==> src/design/tam_fifo.sv <==
// ----------------------------------------------------------------------------
// tam_fifo: short request queue
// Register-based FIFO between the setup front end and the row engine.
// ----------------------------------------------------------------------------
module tam_fifo #(
  parameter int WIDTH = 8,
  parameter int DEPTH = 2
) (
  input  logic             clk,
  input  logic             rst,
  input  logic             wr_valid,
  output logic             wr_ready,
  input  logic [WIDTH-1:0] din,
  output logic             rd_valid,
  input  logic             rd_ready,
  output logic [WIDTH-1:0] dout
);

  localparam int AW = (DEPTH > 1) ? $clog2(DEPTH) : 1;
  localparam int CW = $clog2(DEPTH + 1);

  logic [WIDTH-1:0] mem [DEPTH];
  logic [AW-1:0]    wptr;
  logic [AW-1:0]    rptr;
  logic [CW-1:0]    count;
  logic             push;
  logic             pop;

  assign wr_ready = (count != CW'(DEPTH));
  assign rd_valid = (count != '0);
  assign push     = wr_valid && wr_ready;
  assign pop      = rd_valid && rd_ready;
  assign dout     = mem[rptr];

  always_ff @(posedge clk) begin
    if (rst) begin
      wptr  <= '0;
      rptr  <= '0;
      count <= '0;
    end else begin
      if (push) begin
        wptr <= (wptr == AW'(DEPTH - 1)) ? '0 : wptr + 1'b1;
      end
      if (pop) begin
        rptr <= (rptr == AW'(DEPTH - 1)) ? '0 : rptr + 1'b1;
      end
      if (push && !pop) begin
        count <= count + 1'b1;
      end else if (pop && !push) begin
        count <= count - 1'b1;
      end
    end
  end

  always_ff @(posedge clk) begin
    if (push) begin
      mem[wptr] <= din;
    end
  end

endmodule

==> config.mk <==
export PLATFORM = sky130hd
export DESIGN_NAME = tam_fifo
export DESIGN_NICKNAME = d
export VERILOG_FILES = /design/src/design/tam_fifo.sv
export SDC_FILE = /design/constraint.sdc
export NUM_CORES = 1
export LEC_CHECK = 0
export BUFFER_PORTS_ARGS = -buffer_cell sky130_fd_sc_hd__buf_2
export CAP_MARGIN = 20
export CORE_MARGIN = 2
export CORE_UTILIZATION = 49
export DETAILED_ROUTE_END_ITERATION = 10
export PLACE_DENSITY = 0.82
export SETUP_SLACK_MARGIN = 0.4
export SLEW_MARGIN = 20
export SYNTH_ARGS = -nofsm -noshare
export SYNTH_HDL_FRONTEND = slang
export SYNTH_SLANG_ARGS = --single-unit
==> constraint.sdc <==
create_clock -name clk -period 1.7 [get_ports clk]
set_clock_uncertainty 0.1 [all_clocks]
set_input_delay 0.255 -clock clk [delete_from_list [all_inputs] [get_ports clk]]
set_output_delay 0.255 -clock clk [all_outputs]
set_load 0.02 [all_outputs]
; ---- Word level (Yosys, flattened, before mapping)
; Memories as Yosys holds them, arrays and structs flattened. A register that Yosys moved wholly into a read port is not among the register bits.
; Index checks and enable logic that the tools add are counted.
[word_totals]
input_bits = 12
ramBits = 16
mem_count = 1
register_bits = 4
out_inout_bits = 10
[mem_list]
columns = memory, words, width, rd, rd_clocked_by_memory_dff, write_ports, line
row1 = mem, 2, 8, 1, 1, 1, 22  ; logic [WIDTH-1:0] mem [DEPTH];
[op_classes]
add_sub_neg = 4
mux = 8
n_reduce_logical = 8
eq_ne = 1
[op_table]
columns = op, n
row1 = $mux W1, 6
row2 = $logic_and A1 B1 Y1, 4
row3 = $mux W2, 2
row4 = $reduce_bool A2 Y1, 2
row5 = $add A1 B1 Y1 const B, 2
row6 = $add A2 B1 Y2 const B, 1
row7 = $logic_not A1 Y1, 2
row8 = $ne A2 B2 Y1 const B, 1
row9 = $sub A2 B1 Y2 const B, 1

; ---- Logic depth before layout (Yosys ltp)
; Gate-level depths: netlist (run 1).
[logic_depth]
ltp_word = 6
mapped_depth = 6
depth_no_buf = 6

; ---- Worst setup path after synthesis (run 1)
; Ideal clock, no wire load.
[synth_timing]
kind = register -> register
startpoint = register count[0]
endpoint = register count[1]
n_path_buf = 0
setup_slack_ns = 0.076
t_required_ns = 1.530
t_arrival_ns = 1.454
setup_time_ns = 0.070
stages_incl_launch_ff = 6
cell_sequence = dfxtp_1 > nand2b_4 > and2_1 > ha_1 > or3_1 > a21oi_1
[synth_via]
elab_chain_cells = 5
[synth_lines]
columns = item, line
row1 = "start, declared", 25  ; logic [CW-1:0] count;
row2 = "start signal, assigned", 48  ; count <= count + 1'b1;
row3 = "start signal, assigned", 50  ; count <= count - 1'b1;
row4 = $ne A2 B2 Y1 *, 29  ; assign wr_ready = (count != CW'(DEPTH));
row5 = via wr_ready, 12  ; output logic wr_ready,
row6 = $logic_and A1 B1 Y1 *, 31  ; assign push = wr_valid && wr_ready;
row7 = $logic_not A1 Y1, 49  ; end else if (pop && !push) begin
row8 = $logic_and A1 B1 Y1, 49
row9 = $reduce_bool A2 Y1 (no line), n/a
; The timed path passes the listed nets; every way through them passes the cells marked *. The select of a mux whose other input is x is not followed.
; A chain may end at the register's enable or synchronous reset.

==> results of run 1 <==
worst max-delay path, cell delays in order, from the launching register on:
cell and delay [ns]:
dfxtp_4 0.46, mux2_4 0.33, buf_6 0.13
report_power, final:
group	total [mW]	internal, mW	switching [mW]
Clock	0.221	0.0910	0.130
Sequential	0.760	0.669	0.0913
Combinational	0.768	0.451	0.317
Total	1.75	1.21	0.538
kinds of logic (layout without fill, tap and decap cells):
group,after synthesis,in the layout
flops,21,21
simple gates,9,9
mux,8,8
compound gates,5,5
xor+xnor,3,3
buf+inv,2,31
fa+ha+maj,1,1
registers in the layout, indices dropped and copies added, names as in the netlist, named ones only:
name   cells
count      2
mem       16
rptr       1
wptr       1
metrics by stage:
stage	util, %	std cells	hold WS, ns	setup slack [ns]	total power [mW]
detailed placement	61.82	85	0.3463	0.1560	1.241
global route	74.38	94	0.03699	0.09475	1.844
finish	74.38	94	0.05078	0.1424	1.750
floorplan	-	49	0.2200	0.2027	1.100
CTS	72.91	92	0.04286	0.1302	1.707
global placement	61.82	85	0.3431	0.1847	1.218
per-layer routing:
metal | part of all wire [%] | GRT usage (%) | wire length [um] | vias up
met5 | 0 | 0 | 0 | -
met4 | 0.42 | 3.636 | 6 | 0
met3 | 4.3 | 4.082 | 62 | 2
li1 | - | - | - | 238
met2 | 53 | 29.28 | 762 | 12
met1 | 42 | 21.53 | 611 | 238
cell usage after synthesis:
| cell | number |
|---|---|
| a21bo_2 | 1 |
| a21oi_1 | 2 |
| and2_1 | 1 |
| and3_1 | 1 |
| buf_2 | 1 |
| dfxtp_1 | 5 |
| edfxtp_1 | 16 |
| ha_1 | 1 |
| inv_1 | 1 |
| mux2_2 | 8 |
| nand2b_4 | 1 |
| nand3b_1 | 1 |
| nor2_1 | 3 |
| o21ai_0 | 2 |
| or2_2 | 1 |
| or3_1 | 1 |
| xor2_1 | 3 |
worst max path at each step:
stage,startpoint,to,slack (ns),cells past startpoint
2_1_floorplan,count[0],count[1],0.20,6
3_3_place_gp,count[1],count[1],0.18,4
3_5_place_dp,count[1],count[1],0.16,4
4_1_cts,flop,dout[3],0.13,2
5_1_grt,flop,dout[3],0.09,2
6_report,flop,dout[7],0.14,2
final cells by class:
| cell class | instances | area, sq um |
|---|---|---|
| flip-flops and latches | 21 | 591.8 |
| fillers | 88 | 390.4 |
| multi-input cells | 26 | 272.8 |
| repair buffers | 26 | 216.5 |
| clock buffers | 4 | 26.28 |
| well taps | 16 | 20.02 |
| inverters | 1 | 6.256 |
repair_timing:
item	CTS	global route
setup endpoints to repair	28	28
pin swaps	4	5
buffers inserted	3	2
resized for setup	40	2
==> results.sh, run 1 <==
export IMPL_status="complete, no violations"
export IMPL_finalCritPeriodShare_pct=91.62
export IMPL_hp_class="input pin to flop"
export IMPL_dr_total_vias=490
export IMPL_diodes=0
export IMPL_tightest_slew_ns=0.2118
export IMPL_worst_skew_pair_late_latency_ns=0.28
export IMPL_die_h_um=44.55
export IMPL_synthTopCellsByArea="edfxtp_1 60%, dfxtp_1 12%, mux2_2 11%, xor2_1 3.3%, nand2b_4 1.7%"
export IMPL_gp_congestion=0.7582
export IMPL_htree_levels=1
export IMPL_required_ns=1.34
export IMPL_r2r_cells=6
export IMPL_synth_top_cell_area_share_pct=59.63
export IMPL_ios=22
export IMPL_cts_buffers=3
export IMPL_clkTransAtPathRegs_ns=0.11
export IMPL_wl_mm=1.444
export IMPL_synth_compound_area_share_pct=3.727
export IMPL_avgRoutedWirePerCell_um=15.36
export IMPL_grt_max_degree=12
export IMPL_setup_tns_ns=0
export IMPL_cts_tree="built"
export IMPL_drtIter0Drc=2
export IMPL_grt_pass1_wl_mm=2.304
export IMPL_coreArea_sq_um=1524
export IMPL_crit_path_max_fanout=8
export IMPL_yosysWarnings=0
export IMPL_placed_cell_area_sq_um=942.2
export IMPL_syn_to_final_growth_pct=40.68
export IMPL_r2r_start="count[0]"
export IMPL_seq_area_frac_synth_pct=72.05
export IMPL_synth_xor_area_share_pct=3.261
export IMPL_synthMuxAreaShare_pct=11.18
export IMPL_yosys_area_top_type="edfxtp_1"
export IMPL_cp_end_kind="output port"
export IMPL_holdBufCountCts=0
export IMPL_critPathKind="flop to output port"
export IMPL_reg2reg_to="count[1]"
export IMPL_p_leak_nw=0.4614
export IMPL_netlist_cell_type_count=17
export IMPL_rows=14
export IMPL_holdPathEnd="mem[1][3]"
export IMPL_synth_area_per_cell_sq_um=16.44
export IMPL_dr_pass1_iters=2
export IMPL_max_slew_margin_rel_pct=85.88
export IMPL_min_period_ns=1.558
export IMPL_nNetsFinal=92
export IMPL_drive_gt1_share_pct=61.54
export IMPL_cts_sinks=21
export IMPL_drcViolationCount=0
export IMPL_ys_seq_elements=21
export IMPL_initial_core_util_pct=52.87
export IMPL_power_density_nw_per_um2=1543
export IMPL_synth_adder_area_share_pct=1.553
export IMPL_syn_num_nets=62
export IMPL_synth_simple_area_share_pct=7.143
export IMPL_finalHoldViolCount=0
export IMPL_synthCells=49
export IMPL_most_common_layout_cells="16 x edfxtp_1, 13 x buf_6, 11 x buf_2"
export IMPL_rsz0062_at_grt="yes"
export IMPL_peakVddDrop_mv=0.9268
export IMPL_drv_slew=0
export IMPL_layout_commonest_cell="edfxtp_1"
export IMPL_r2r_slack_ns=0.17
export IMPL_startpoint_type="flop"
export IMPL_hp_start="din[3]"
export IMPL_grt_pass1_vias=489
export IMPL_die_x_um=44.55
export IMPL_fin_area_sq_um=1134
export IMPL_vias_per_cell=5.213
export IMPL_antenna_found_initial=0
export IMPL_setup_viol_count_final=0
export IMPL_arrival_ns=1.20
export IMPL_port_buffer_count=21
export IMPL_cts_root_buf="clkbuf_4"
export IMPL_ant_nets=0
export IMPL_synth_top_family_by_area="multiplexers"
export IMPL_fmax_ghz=0.6420
export IMPL_clock_path_buffers=2
export IMPL_syn_area_sq_um=805.8
export IMPL_track_usage_pct=16.94
export IMPL_die_area_sq_um=1985
export IMPL_cap_violations=0
export IMPL_hold_depth=1
export IMPL_grt_ovfl_total=0
Note: power is estimated with default switching activity, not from simulation.
==> inputs of run 2 (changes only) <==
CORE_UTILIZATION = 30   (was 49)
PLACE_DENSITY = 0.59   (was 0.82)
clock period = 1.4 ns   (was 1.7 ns; I/O delays follow)
==> run 2 against run 1 <==
Against the previous run:
- the run now ends with negative setup slack left
- worst hold slack got worse by 0.028 ns
- sequential share of layout area shrank 5.2 points
- flip-flop and latch count is the same
- critical path depth rose by 4
- utilization shrank 25 points
- first-iteration DRC count is the same
- wire length up 0.21%
- non-clock buffer count rose by 11
- final area is 10% higher
==> results.sh, run 2 (synthesis gave the netlist of run 1 again) <==
export IMPL_max_slew_margin_rel_pct=87.25
export IMPL_cts_sinks=21
export IMPL_clock_power_share_pct=13.0
export IMPL_fin_util_pct=49.50
export IMPL_status="finished, violations left"
export IMPL_peakVddDrop_mv=0.9371
export IMPL_grt_pass1_vias=580
export IMPL_internal_power_mw=1.512
export IMPL_m1WireLength_um=615
export IMPL_track_usage_pct=10.20
export IMPL_finalHoldViolCount=0
export IMPL_finalPower_mw=2.181
export IMPL_arrival_ns=1.67
export IMPL_rsz0062_at_grt="yes"
export IMPL_clock_path_buffers=2
export IMPL_drtIter0Drc=2
export IMPL_required_ns=1.52
export IMPL_dr_total_vias=520
export IMPL_placed_cell_area_sq_um=1037
export IMPL_min_period_ns=1.555
export IMPL_top_regs="mem x16, count x2"
export IMPL_power_density_nw_per_um2=1746
export IMPL_ios=22
export IMPL_nNetsFinal=103
export IMPL_met3_wirelength_um=69
export IMPL_grt_pass1_wl_mm=2.504
export IMPL_startpoint_type="flop"
export IMPL_top_layer="met3"
export IMPL_avgRoutedWirePerCell_um=12.16
export IMPL_drv_slew=0
export IMPL_worst_skew_pair_late_latency_ns=0.30
export IMPL_dp_hpwl_um=956.1
export IMPL_violations="negative setup slack"
export IMPL_antenna_found_initial=0
export IMPL_r2r_slack_ns=-0.16
export IMPL_sw_frac_of_total_pct=30.68
export IMPL_cts_tree="built"
export IMPL_tightest_slew_ns=0.1907
export IMPL_port_buffer_count=21
export IMPL_cts_root_buf="clkbuf_4"
export IMPL_initial_core_util_pct=31.94
export IMPL_wl_mm=1.447
export IMPL_rows=18
export IMPL_reg2reg_to="count[1]"
export IMPL_grt_ovfl_total=0
export IMPL_fmax_ghz=0.6430
export IMPL_holdPathEnd="count[0]"
export IMPL_die_area_sq_um=3116
export IMPL_pre_cts_slack_ns=-0.1289
export IMPL_hp_start="rst"
export IMPL_die_x_um=55.83
export IMPL_critPathKind="flop to flop"
export IMPL_hold_depth=2
export IMPL_switching_power_uw=668.9
export IMPL_regMostFlops="mem"
export IMPL_die_h_um=55.83
export IMPL_setup_slack_ns=-0.1551
export IMPL_diodes=0
export IMPL_crit_path_max_fanout=4
export IMPL_largest_reg_flops=16
export IMPL_met2_length_um=763
export IMPL_syn_to_final_growth_pct=54.97
export IMPL_gp_congestion=0.5973
export IMPL_pwr_share_comb_pct=45.8
export IMPL_cts_buffers=3
export IMPL_clkTransAtPathRegs_ns=0.12
export IMPL_cp_end_kind="flop"
export IMPL_hp_class="input pin to flop"
export IMPL_drive_gt1_share_pct=58.43
export IMPL_fin_area_sq_um=1249
export IMPL_dr_pass1_iters=2
export IMPL_coreArea_sq_um=2522
export IMPL_ant_nets=0
export IMPL_r2r_cells=6
export IMPL_most_common_layout_cells="16 x edfxtp_1, 12 x buf_6, 11 x buf_2"
export IMPL_setup_viol_count_final=11
export IMPL_finalCritPeriodShare_pct=111.1
export IMPL_p_leak_nw=0.5073
export IMPL_cap_violations=0
export IMPL_layout_commonest_cell="edfxtp_1"
export IMPL_vias_per_cell=4.370
export IMPL_htree_levels=1
export IMPL_drcViolationCount=0
export IMPL_seq_power_share_pct=41.3
export IMPL_r2r_start="count[0]"
export IMPL_grt_max_degree=12
[run 2: cell count changes in the layout (fill, tap and decap cells not counted), sizes merged]
cell,delta
buf,+3
dlygate4sd3,+8
[run 2: critical path: stages, from the launching register on]
cell and delay (ns):
dfxtp_2 0.36, nand2b_4 0.14, and2_4 0.14, ha_4 0.15, xor2_1 0.14, or3_1 0.31
a21oi_1 0.14
[run 2: metrics by stage]
| stage | hold WS, ns | TNS [ns] | cells |
|---|---|---|---|
| 3_5_place_dp | 0.3037 | -0.1289 | 105 |
| 5_1_grt | 0.02077 | -2.009 | 119 |
| 6_report | 0.02290 | -1.202 | 119 |
| 3_3_place_gp | 0.2991 | -0.05774 | 105 |
| 4_1_cts | 0.01802 | -1.437 | 119 |
| 2_1_floorplan | 0.1750 | -0.09718 | 49 |
[run 2: power by group through the flow]
stage                     clock, mW  combinational (mW)  sequential [mW]
after floorplan                   0               0.558            0.857
after global routing          0.327                1.07            0.917
after detailed placement          0               0.764            0.905
after CTS                     0.294                1.00            0.902
after global placement            0               0.751            0.899
final                         0.283               0.998            0.900
[run 2: worst max path at each step]
stage | start | endpoint | slack [ns] | cells past startpoint
2_1_floorplan | count[0] | count[1] | -0.1 | 6
3_3_place_gp | count[0] | count[1] | -0.06 | 6
3_5_place_dp | count[1] | count[1] | -0.13 | 4
4_1_cts | count[0] | count[1] | -0.14 | 6
5_1_grt | count[0] | count[1] | -0.21 | 6
6_report | count[0] | count[1] | -0.16 | 6
[run 2: area by class of cell]
type	count	area, sq um
fillers	234	1274
clock buffers	4	26.28
well taps	30	37.54
repair buffers	37	315.3
multi-input cells	26	276.5
flip-flops and latches	21	586.8
inverters	1	6.256
[run 2: what timing repair did]
| item | 4_1_cts | 5_1_grt |
|---|---|---|
| hold buffers | 8 | 0 |
| buffers inserted | 2 | 0 |
| gates resized for setup | 28 | 1 |
| hold endpoints to repair | 16 | 0 |
| endpoints found under the setup margin | 31 | 31 |
| pin swaps | 2 | 0 |
[run 2: metal layers]
layer	GRT usage [%]	vias to the layer above
met1	11.62	245
li1	-	259
met2	18.88	16
met3	2.326	0
met4	3.061	0
met5	0	-
