--- src/design/tam_pkg.sv ---
// ----------------------------------------------------------------------------
// tam_pkg: shared types and constants of the tetrahedron affine map block
// Holds the fixed result formats, the controller state types and the
// request/response groups between the row engine and the divider.
// ----------------------------------------------------------------------------
package tam_pkg;

  localparam int INV_FRAC  = 32;
  localparam int INV_WIDTH = 48;
  localparam int DET_FRAC  = 24;
  localparam int DET_WIDTH = 62;

  localparam logic [INV_WIDTH-1:0] INV_MAX = {1'b0, {(INV_WIDTH-1){1'b1}}};
  localparam logic [INV_WIDTH-1:0] INV_MIN = {1'b1, {(INV_WIDTH-1){1'b0}}};

  typedef enum logic [2:0] {
    F_IDLE,
    F_PROD,
    F_COF,
    F_DET,
    F_RND,
    F_PUSH
  } front_state_t;

  typedef enum logic [1:0] {
    B_IDLE,
    B_START,
    B_WAIT,
    B_EMIT
  } back_state_t;

  typedef enum logic [1:0] {
    D_IDLE,
    D_RUN,
    D_FIN
  } div_state_t;

  typedef struct packed {
    logic start;
    logic neg;
  } div_req_t;

  typedef struct packed {
    logic done;
    logic busy;
  } div_rsp_t;

endpackage

--- src/design/tam_div.sv ---
// ----------------------------------------------------------------------------
// tam_div: serial divider for inverse entries
// Restoring division one quotient bit per cycle, round half up, then
// signed saturation to the Q16.32 range.
// ----------------------------------------------------------------------------
module tam_div import tam_pkg::*; #(
  parameter int CW = 24,
  parameter int F  = 16
) (
  input  logic                 clk,
  input  logic                 rst,
  input  div_req_t             req,
  input  logic [2*CW+2:0]      num,
  input  logic [3*CW+5:0]      den,
  output div_rsp_t             rsp,
  output logic [INV_WIDTH-1:0] quot
);

  localparam int CFW  = 2 * CW + 3;
  localparam int DETW = 3 * CW + 6;
  localparam int SH   = INV_FRAC + F;
  localparam int NW   = CFW + SH;
  localparam int RW   = DETW + 1;
  localparam int QW   = INV_WIDTH + 1;
  localparam int NCW  = $clog2(NW + 1);
  localparam logic [QW:0] LIM = (QW + 1)'(1) << (INV_WIDTH - 1);

  div_state_t state;
  div_state_t state_next;

  logic [NW-1:0]  nsh;
  logic [RW-1:0]  rem;
  logic [QW-1:0]  q;
  logic           sticky;
  logic           neg;
  logic [NCW-1:0] cnt;

  logic [RW-1:0]  t;
  logic           ge;
  logic           rnd;
  logic [QW:0]    qr;
  logic           sat;
  logic [INV_WIDTH-1:0] mval;

  always_ff @(posedge clk) begin
    if (rst) begin
      state <= D_IDLE;
    end else begin
      state <= state_next;
    end
  end

  always_comb begin
    state_next = state;
    unique case (state)
      D_IDLE:  if (req.start) state_next = D_RUN;
      D_RUN:   if (cnt == NCW'(1)) state_next = D_FIN;
      D_FIN:   state_next = D_IDLE;
      default: state_next = D_IDLE;
    endcase
  end

  // The quotient is valid while done is high, so the caller can take it
  // at the same edge.
  always_comb begin
    t    = {rem[RW-2:0], nsh[NW-1]};
    ge   = (t >= {1'b0, den});
    rnd  = ({rem, 1'b0} >= {2'b00, den});
    qr   = {1'b0, q} + (QW + 1)'(rnd);
    sat  = neg ? (sticky || (qr > LIM)) : (sticky || (qr >= LIM));
    mval = qr[INV_WIDTH-1:0];
    if (neg) begin
      quot = sat ? INV_MIN : INV_WIDTH'(-mval);
    end else begin
      quot = sat ? INV_MAX : mval;
    end
  end

  assign rsp.done = (state == D_FIN);
  assign rsp.busy = (state != D_IDLE);

  always_ff @(posedge clk) begin
    if ((state == D_IDLE) && req.start) begin
      nsh    <= {num, {SH{1'b0}}};
      rem    <= '0;
      q      <= '0;
      sticky <= 1'b0;
      neg    <= req.neg;
      cnt    <= NCW'(NW);
    end
    if (state == D_RUN) begin
      nsh    <= nsh << 1;
      rem    <= ge ? (t - {1'b0, den}) : t;
      q      <= {q[QW-2:0], ge};
      sticky <= sticky | q[QW-1];
      cnt    <= cnt - 1'b1;
    end
  end

endmodule

--- src/design/tam_back.sv ---
// ----------------------------------------------------------------------------
// tam_back: row engine
// Pops one queued request, divides its cofactors row by row unless it is
// singular, and places each finished row in the output register.
// ----------------------------------------------------------------------------
module tam_back import tam_pkg::*; #(
  parameter int CW = 24,
  parameter int F  = 16
) (
  input  logic                   clk,
  input  logic                   rst,
  input  logic                   q_valid,
  output logic                   q_pop,
  input  logic signed [CW:0]     e_q [9],
  input  logic signed [CW-1:0]   p0_q [3],
  input  logic signed [2*CW+2:0] cof_q [9],
  input  logic [3*CW+5:0]        det_mag,
  input  logic                   det_neg,
  input  logic [DET_WIDTH-1:0]   abs_det_q,
  input  logic                   sing_q,
  output logic                   o_valid,
  input  logic                   o_ready,
  output logic [1:0]             o_row,
  output logic signed [CW:0]     o_edge [3],
  output logic [INV_WIDTH-1:0]   o_inv [3],
  output logic signed [CW-1:0]   o_off,
  output logic [DET_WIDTH-1:0]   o_abs,
  output logic                   o_sing,
  output logic                   o_last
);

  localparam int CFW  = 2 * CW + 3;
  localparam int DETW = 3 * CW + 6;

  back_state_t state;
  back_state_t state_next;

  logic signed [CW:0]    we   [9];
  logic signed [CW-1:0]  wp0  [3];
  logic signed [CFW-1:0] wcof [9];
  logic [DETW-1:0]       wmag;
  logic                  wneg;
  logic [DET_WIDTH-1:0]  wabs;
  logic                  wsing;
  logic [1:0]            row;
  logic [1:0]            col;
  logic [INV_WIDTH-1:0]  inv [3];

  logic [3:0]            idx;
  logic signed [CFW-1:0] csel;
  logic [CFW-1:0]        cmag;
  logic                  emit;
  div_req_t              dreq;
  div_rsp_t              drsp;
  logic [INV_WIDTH-1:0]  dquot;

  assign idx   = {1'b0, row, 1'b0} + {2'b00, row} + {2'b00, col};
  assign csel  = wcof[idx];
  assign cmag  = csel[CFW-1] ? CFW'(-csel) : CFW'(csel);
  assign q_pop = (state == B_IDLE) && q_valid;
  assign emit  = (state == B_EMIT) && (!o_valid || o_ready);

  assign dreq.start = (state == B_START);
  assign dreq.neg   = csel[CFW-1] ^ wneg;

  tam_div #(.CW(CW), .F(F)) u_div (
    .clk  (clk),
    .rst  (rst),
    .req  (dreq),
    .num  (cmag),
    .den  (wmag),
    .rsp  (drsp),
    .quot (dquot)
  );

  always_ff @(posedge clk) begin
    if (rst) begin
      state <= B_IDLE;
    end else begin
      state <= state_next;
    end
  end

  always_comb begin
    state_next = state;
    unique case (state)
      B_IDLE:  if (q_valid) state_next = sing_q ? B_EMIT : B_START;
      B_START: state_next = B_WAIT;
      B_WAIT:  if (drsp.done) state_next = (col == 2'd2) ? B_EMIT : B_START;
      B_EMIT: begin
        if (emit) begin
          if (row == 2'd2) state_next = B_IDLE;
          else state_next = wsing ? B_EMIT : B_START;
        end
      end
      default: state_next = B_IDLE;
    endcase
  end

  always_ff @(posedge clk) begin
    if (q_pop) begin
      we    <= e_q;
      wp0   <= p0_q;
      wcof  <= cof_q;
      wmag  <= det_mag;
      wneg  <= det_neg;
      wabs  <= abs_det_q;
      wsing <= sing_q;
      row   <= 2'd0;
      col   <= 2'd0;
    end
    if ((state == B_WAIT) && drsp.done) begin
      inv[col] <= dquot;
      if (col != 2'd2) col <= col + 1'b1;
    end
    if (emit) begin
      row <= row + 1'b1;
      col <= 2'd0;
    end
  end

  // Output register: the next row is worked on while this one waits.
  always_ff @(posedge clk) begin
    if (rst) begin
      o_valid <= 1'b0;
    end else if (emit) begin
      o_valid <= 1'b1;
    end else if (o_ready) begin
      o_valid <= 1'b0;
    end
  end

  always_ff @(posedge clk) begin
    if (emit) begin
      o_row <= row;
      for (int j = 0; j < 3; j++) begin
        o_edge[j] <= we[{row, 1'b0} + {1'b0, row} + 4'(j)];
        o_inv[j]  <= wsing ? '0 : inv[j];
      end
      o_off  <= wp0[row];
      o_abs  <= wabs;
      o_sing <= wsing;
      o_last <= (row == 2'd2);
    end
  end

endmodule

--- config.mk ---
export PLATFORM = sky130hd
export DESIGN_NAME = tam_back
export DESIGN_NICKNAME = d
export VERILOG_FILES = /design/src/design/tam_pkg.sv /design/src/design/tam_div.sv /design/src/design/tam_back.sv
export SDC_FILE = /design/constraint.sdc
export NUM_CORES = 2
export LEC_CHECK = 0
export BUFFER_PORTS_ARGS = -buffer_cell sky130_fd_sc_hd__buf_4
export CAP_MARGIN = 20
export CORE_MARGIN = 2
export CORE_UTILIZATION = 25
export CTS_BUF_LIST = sky130_fd_sc_hd__clkbuf_8
export DETAILED_ROUTE_END_ITERATION = 16
export PLACE_DENSITY = 0.51
export SYNTH_ARGS = -nofsm -noshare
export SYNTH_HDL_FRONTEND = slang
export SYNTH_SLANG_ARGS = --single-unit
--- constraint.sdc ---
create_clock -name clk -period 33.3 [get_ports clk]
set_input_delay 6.66 -clock clk [delete_from_list [all_inputs] [get_ports clk]]
set_output_delay 6.66 -clock clk [all_outputs]
set_load 0.005 [all_outputs]
After elaboration in Yosys (flattened, before gate mapping)
Memories as Yosys holds them, arrays and structs flattened. A register that Yosys moved wholly into a read port is not among the register bits.
Index checks and enable logic that the tools add are counted.
{"block": "word_totals", "ff_bits": 1260, "ramBits": 144, "input_bits": 902, "out_inout_bits": 311, "elab_cells": 153, "mem_count": 1}
{"memory": "inv", "depth": 3, "word_bits": 48, "read_ports": 3, "rd_ports_with_merged_regs": 3, "write_ports": 1, "line": "tam_back.sv:47", "source": "logic [INV_WIDTH-1:0] inv [3];"}
{"block": "classes", "addsub": 11, "magnitude_cmp": 9, "eq_ne": 14, "mux": 51, "bitwise_logic": 7, "n_reduce_logical": 15}
{"cell": "$bmux 25 s4", "count": 3}
{"cell": "$mux 79", "count": 3}
{"cell": "$bmux 51 s4", "count": 1}
{"cell": "$mux 99", "count": 2}
{"cell": "$mux 51", "count": 3}
{"cell": "$mux 25", "count": 6}
{"cell": "$mux 48", "count": 3}
{"cell": "$mux 49", "count": 2}
{"cell": "$ge 80x78->1", "count": 1}
{"cell": "$ge 79x78->1", "count": 1}
{"cell": "$sub 79x78->79", "count": 1}
{"cell": "$neg 51->51", "count": 1}
{"cell": "$add 49x1->50", "count": 1}
{"cell": "$ge 50x48->1 const B", "count": 1}
{"cell": "$gt 50x48->1 const B", "count": 1}
{"cell": "$bmux 24 s2", "count": 1}
{"cell": "$mux 24", "count": 2}
{"cell": "$neg 48->48", "count": 1}
{"cell": "$mux 2", "count": 14}
{"cell": "$ge 5x5->1 const B", "count": 4}
{"cell": "$not 4->5", "count": 4}
{"cell": "$mux 7", "count": 2}
{"cell": "$eq 2x2->1 const B", "count": 5}
{"cell": "$ne 2x2->1 const B", "count": 4}
{"cell": "other kinds (23)", "count": 40}

Longest topological paths before layout
{"block": "depth", "depth_word": 10, "ltp_mapped": 30}

Hierarchy
A second synthesis with hierarchy kept.
{"block": "unflattened", "hier_cells": 4970, "area_unflattened_um2": 69278.9}
{"mod": "tam_back", "n_inst": 1, "cells_each": 2858, "area_each_um2": 52451.6, "seq_area_each_um2": 40729.1}
{"mod": "tam_div", "n_inst": 1, "cells_each": 2112, "area_each_um2": 16827.4, "seq_area_each_um2": 5685.5}

Worst setup path after synthesis
OpenSTA, ideal clock, no wires.
{"block": "synth_path", "kind": "in2out", "from": "in q_valid", "to": "out q_pop", "arrival_ns": 24.091, "required_time_ns": 26.640, "setup_slack_ns": 2.549, "path_stages": 2, "path_buffers": 0, "path_cell_list": "nand2_1 > inv_1"}
{"block": "synth_via", "elab_chain_cells": 1}
{"element": "start: declaration", "line": "tam_back.sv:12", "source": "input logic q_valid,"}
{"element": "$logic_and 1x1->1", "line": "tam_back.sv:60", "source": "assign q_pop = (state == B_IDLE) && q_valid;"}
{"element": "end: declaration", "line": "tam_back.sv:13", "source": "output logic q_pop,"}
Every way passes these cells.

Worst setup path in the final report
Ends and elaborated chain as after synthesis.

==> qor.yml <==
clock_tree:
  clockBufferDepth: 4
  root_buffer: "clkbuf_8"
  cts_sinks: 1548
  clock_latency_ns: 0.97
  cts_tree: "built"
  cts_resized: 0
  postCtsHoldBufs: 0
  h-tree-depth: 5
  numCtsBuffers: 284
  post-cts-setup-buffers: 0
  cts.clk_slew.worst_paths_ns: 0.06
drt:
  wl_met2_mm: 108
  drc_errors: 0
  wl_met3_mm: 17.7
  finalWirelength_mm: 230
  wl_per_cell_um: 23.4
  drt_iter0_markers: 3531
  firstDrtPassIters: 7
  highest_layer: "met5"
  num_vias: 45300
  met1_length_mm: 96.4
  ant_nets: 0
  routed_via_density: 4.62
synthesis:
  synth_edf_count: 1541
  yosys_warnings: 0
  synth_common_cells: "1541 x edfxtp_1, 340 x nand2_1, 312 x nor2_1"
  synth.area.top_cells: "edfxtp_1 68%, mux4_2 4.6%, mux2i_1 2.6%"
  syn_area_sq_um: 68100
  ys_types: 90
  syn_avg_cell_area_sq_um: 14.4
  syn-num-nets: 5717
  synth_top_flop_cell: "edfxtp_1"
  synth_top_cell_area_share_pct: 67.9
  yosysTopAreaCell: "edfxtp_1"
  synthCells: 4722
  synth_async_sr_flop_share_pct: 0
  yosys_register_bits: 1548
  yosysMostFrequentCell: "edfxtp_1"
  ys_seq_area_share_pct: 68.1
pwr:
  p_per_area_nw_per_um2: 56.8
  design_power_total_mw: 4.92
  switchingPower_mw: 1.38
  ir_drop_v: 0.0000320
  p_int_mw: 3.53
  p_seq_share_pct: 48.5
  comb_power_share_pct: 15.9
  clockPowerShare_pct: 35.6
  switching_share_pct: 28.1
  leakage_nw: 31.7
final_layout:
  multi_input_area_sq_um: 20200
  regArea_sq_um: 46400
  fin_nets: 7008
  final_util_pct: 31.9
  syn_to_final_growth_pct: 27.1
  layout-drive-gt1-share_pct: 30.4
  num-fill-cells: 27100
worst_setup_path:
  critPathMaxFanout: 59
  worstPathBufferInverterCount: 3
  critPathMaxStageDelay_ns: 0.40
  critPathArrivalTime_ns: 7.60
  cpMaxStageDelayCell: "inv_8"
  worstPathCellList: "buf_4 > nand2_1 > inv_8 > buf_4"
  worstSetupStartpointType: "primary input"
  cpLargestDelayFamily: "buffers and inverters"
  cp_common_cell: "buf_4"
  timing_worst_setup_path_type: "in -> out"
  cp-end-kind: "output port"
  cp.required_ns: 26.64
global_route:
  grt-ovfl-total: 0
  grt_pass1_vias: 45200
  grt_max_degree: 180
  grt_pass1_wl_mm: 323
  antenna_found_initial: 33
  grt_util_all_layers_pct: 15.9
timing:
  period_needed_ns: 14.26
  finalSetupTns_ns: 0
  timing.final.crit_share_pct: 42.8
  hold_viol: 0
  relSlewSlack_pct: 20.0
  fmax_mhz: 70.1
  hold_ws_ns: 0.414
  worst_slew_pin_slew_ns: 1.20
  slew_violations: 0
  finClkSkew_ns: 0.0696
  rsz0062_at_grt: "false"
  setup_viol: 0
flow_run:
  drv_cap: 0
status:
  outcome: "finished, final reports clean"
worst_hold_path:
  hp-class: "reg -> reg"
place:
  dp_hpwl_mm: 171
  gp_congestion: 0.898
  numPortBuffers: 1212
floorplan:
  io_pins: 1213
  fp.dieArea_sq_um: 277000
  chipHeight_um: 526
  row_count: 191
  core-area_sq_um: 271000
  die_w_um: 526
  start_util_pct: 25.1
-- cells by family (layout without fill, tap and decap cells) --
group	Yosys count	count (layout)	share of synthesized area, %
other cells	0	10	0
compound gates	871	871	7.99
flops	1548	1548	68.1
buf+inv	395	1902	2.42
fa+ha+maj	93	93	1.73
xor+xnor	180	180	2.34
mux	365	365	8.07
simple gates	1270	1270	9.31
-- layer usage --
layer / vias to the layer above / global-route usage, %
met3: 363 / 4.20
met4: 22 / 5.63
met1: 22400 / 20.2
met2: 1855 / 26.0
met5: - / 0
li1: 20700 / -
-- sequential cells by signal, summed over array words and instances (netlist names), 2 cells and up --
signal and flops:
wcof 459, we 225, inv 144, o_inv 144
u_div.rem 79, wmag 78, o_edge 75, wp0 72
o_abs 62, wabs 62, u_div.nsh 51, u_div.q 49
o_off 24, u_div.cnt 7, col 2, o_row 2
row 2, state 2, u_div.state 2
-- power by group through the flow --
stage / clock [mW] / sequential, mW / combinational [mW]
detailed placement: 0 / 2.42 / 0.783
CTS: 1.82 / 2.39 / 0.786
global route: 1.90 / 2.39 / 0.854
finish: 1.75 / 2.39 / 0.780
global placement: 0 / 2.42 / 0.775
floorplan: 0 / 2.47 / 0.489
-- final cells by class --
| class | count | share of cell area (%) |
|---|---|---|
| sequential | 1548 | 53.6 |
| multi-input combinational | 2779 | 23.3 |
| timing repair buffer | 1279 | 11.2 |
| tap | 3570 | 5.16 |
| clock buffer | 288 | 4.58 |
| clock inverter | 214 | 1.57 |
| inverter | 121 | 0.542 |
| antenna | 10 | 0.0289 |
-- cells in the final DEF, fill, tap and decap left out, types with 68 or more instances in the layout --
| cell | count |
|---|---|
| a21o_1 | 68 |
| buf_4 | 1274 |
| xnor2_1 | 112 |
| mux4_2 | 139 |
| edfxtp_1 | 1541 |
| nor2b_1 | 185 |
| nand4_1 | 81 |
| ha_1 | 87 |
| clkbuf_8 | 288 |
| nor2_1 | 307 |
| inv_1 | 191 |
| nand2_1 | 339 |
| o21ai_0 | 223 |
| clkinv_1 | 69 |
| a21oi_1 | 240 |
| mux2i_1 | 178 |
-- path summary, 6_finish.rpt --
kind / slack, ns / cells past startpoint / endpoint / startpoint
max: 19.04 / 4 / q_pop / q_valid
min: 0.41 / 0 / o_abs[12]$_DFFE_PP_ / wabs[12]$_DFFE_PP_
max reg2reg: 24.37 / 19 / u_div.nsh[96]$_DFFE_PP_ / row[0]$_SDFFCE_PN0P_
min reg2reg: 0.41 / 0 / o_abs[12]$_DFFE_PP_ / wabs[12]$_DFFE_PP_
-- through the flow --
step           instances  setup WS [ns]  area, sq um
2_1_floorplan       4722           2.55        68100
3_3_place_gp        9296          18.99        81200
3_5_place_dp        9297          18.99        81200
4_1_cts             9799          18.99        86500
5_1_grt             9807          18.96        86500
6_report            9809          19.04        86600
No activity file was read; power rests on OpenSTA's default activity.
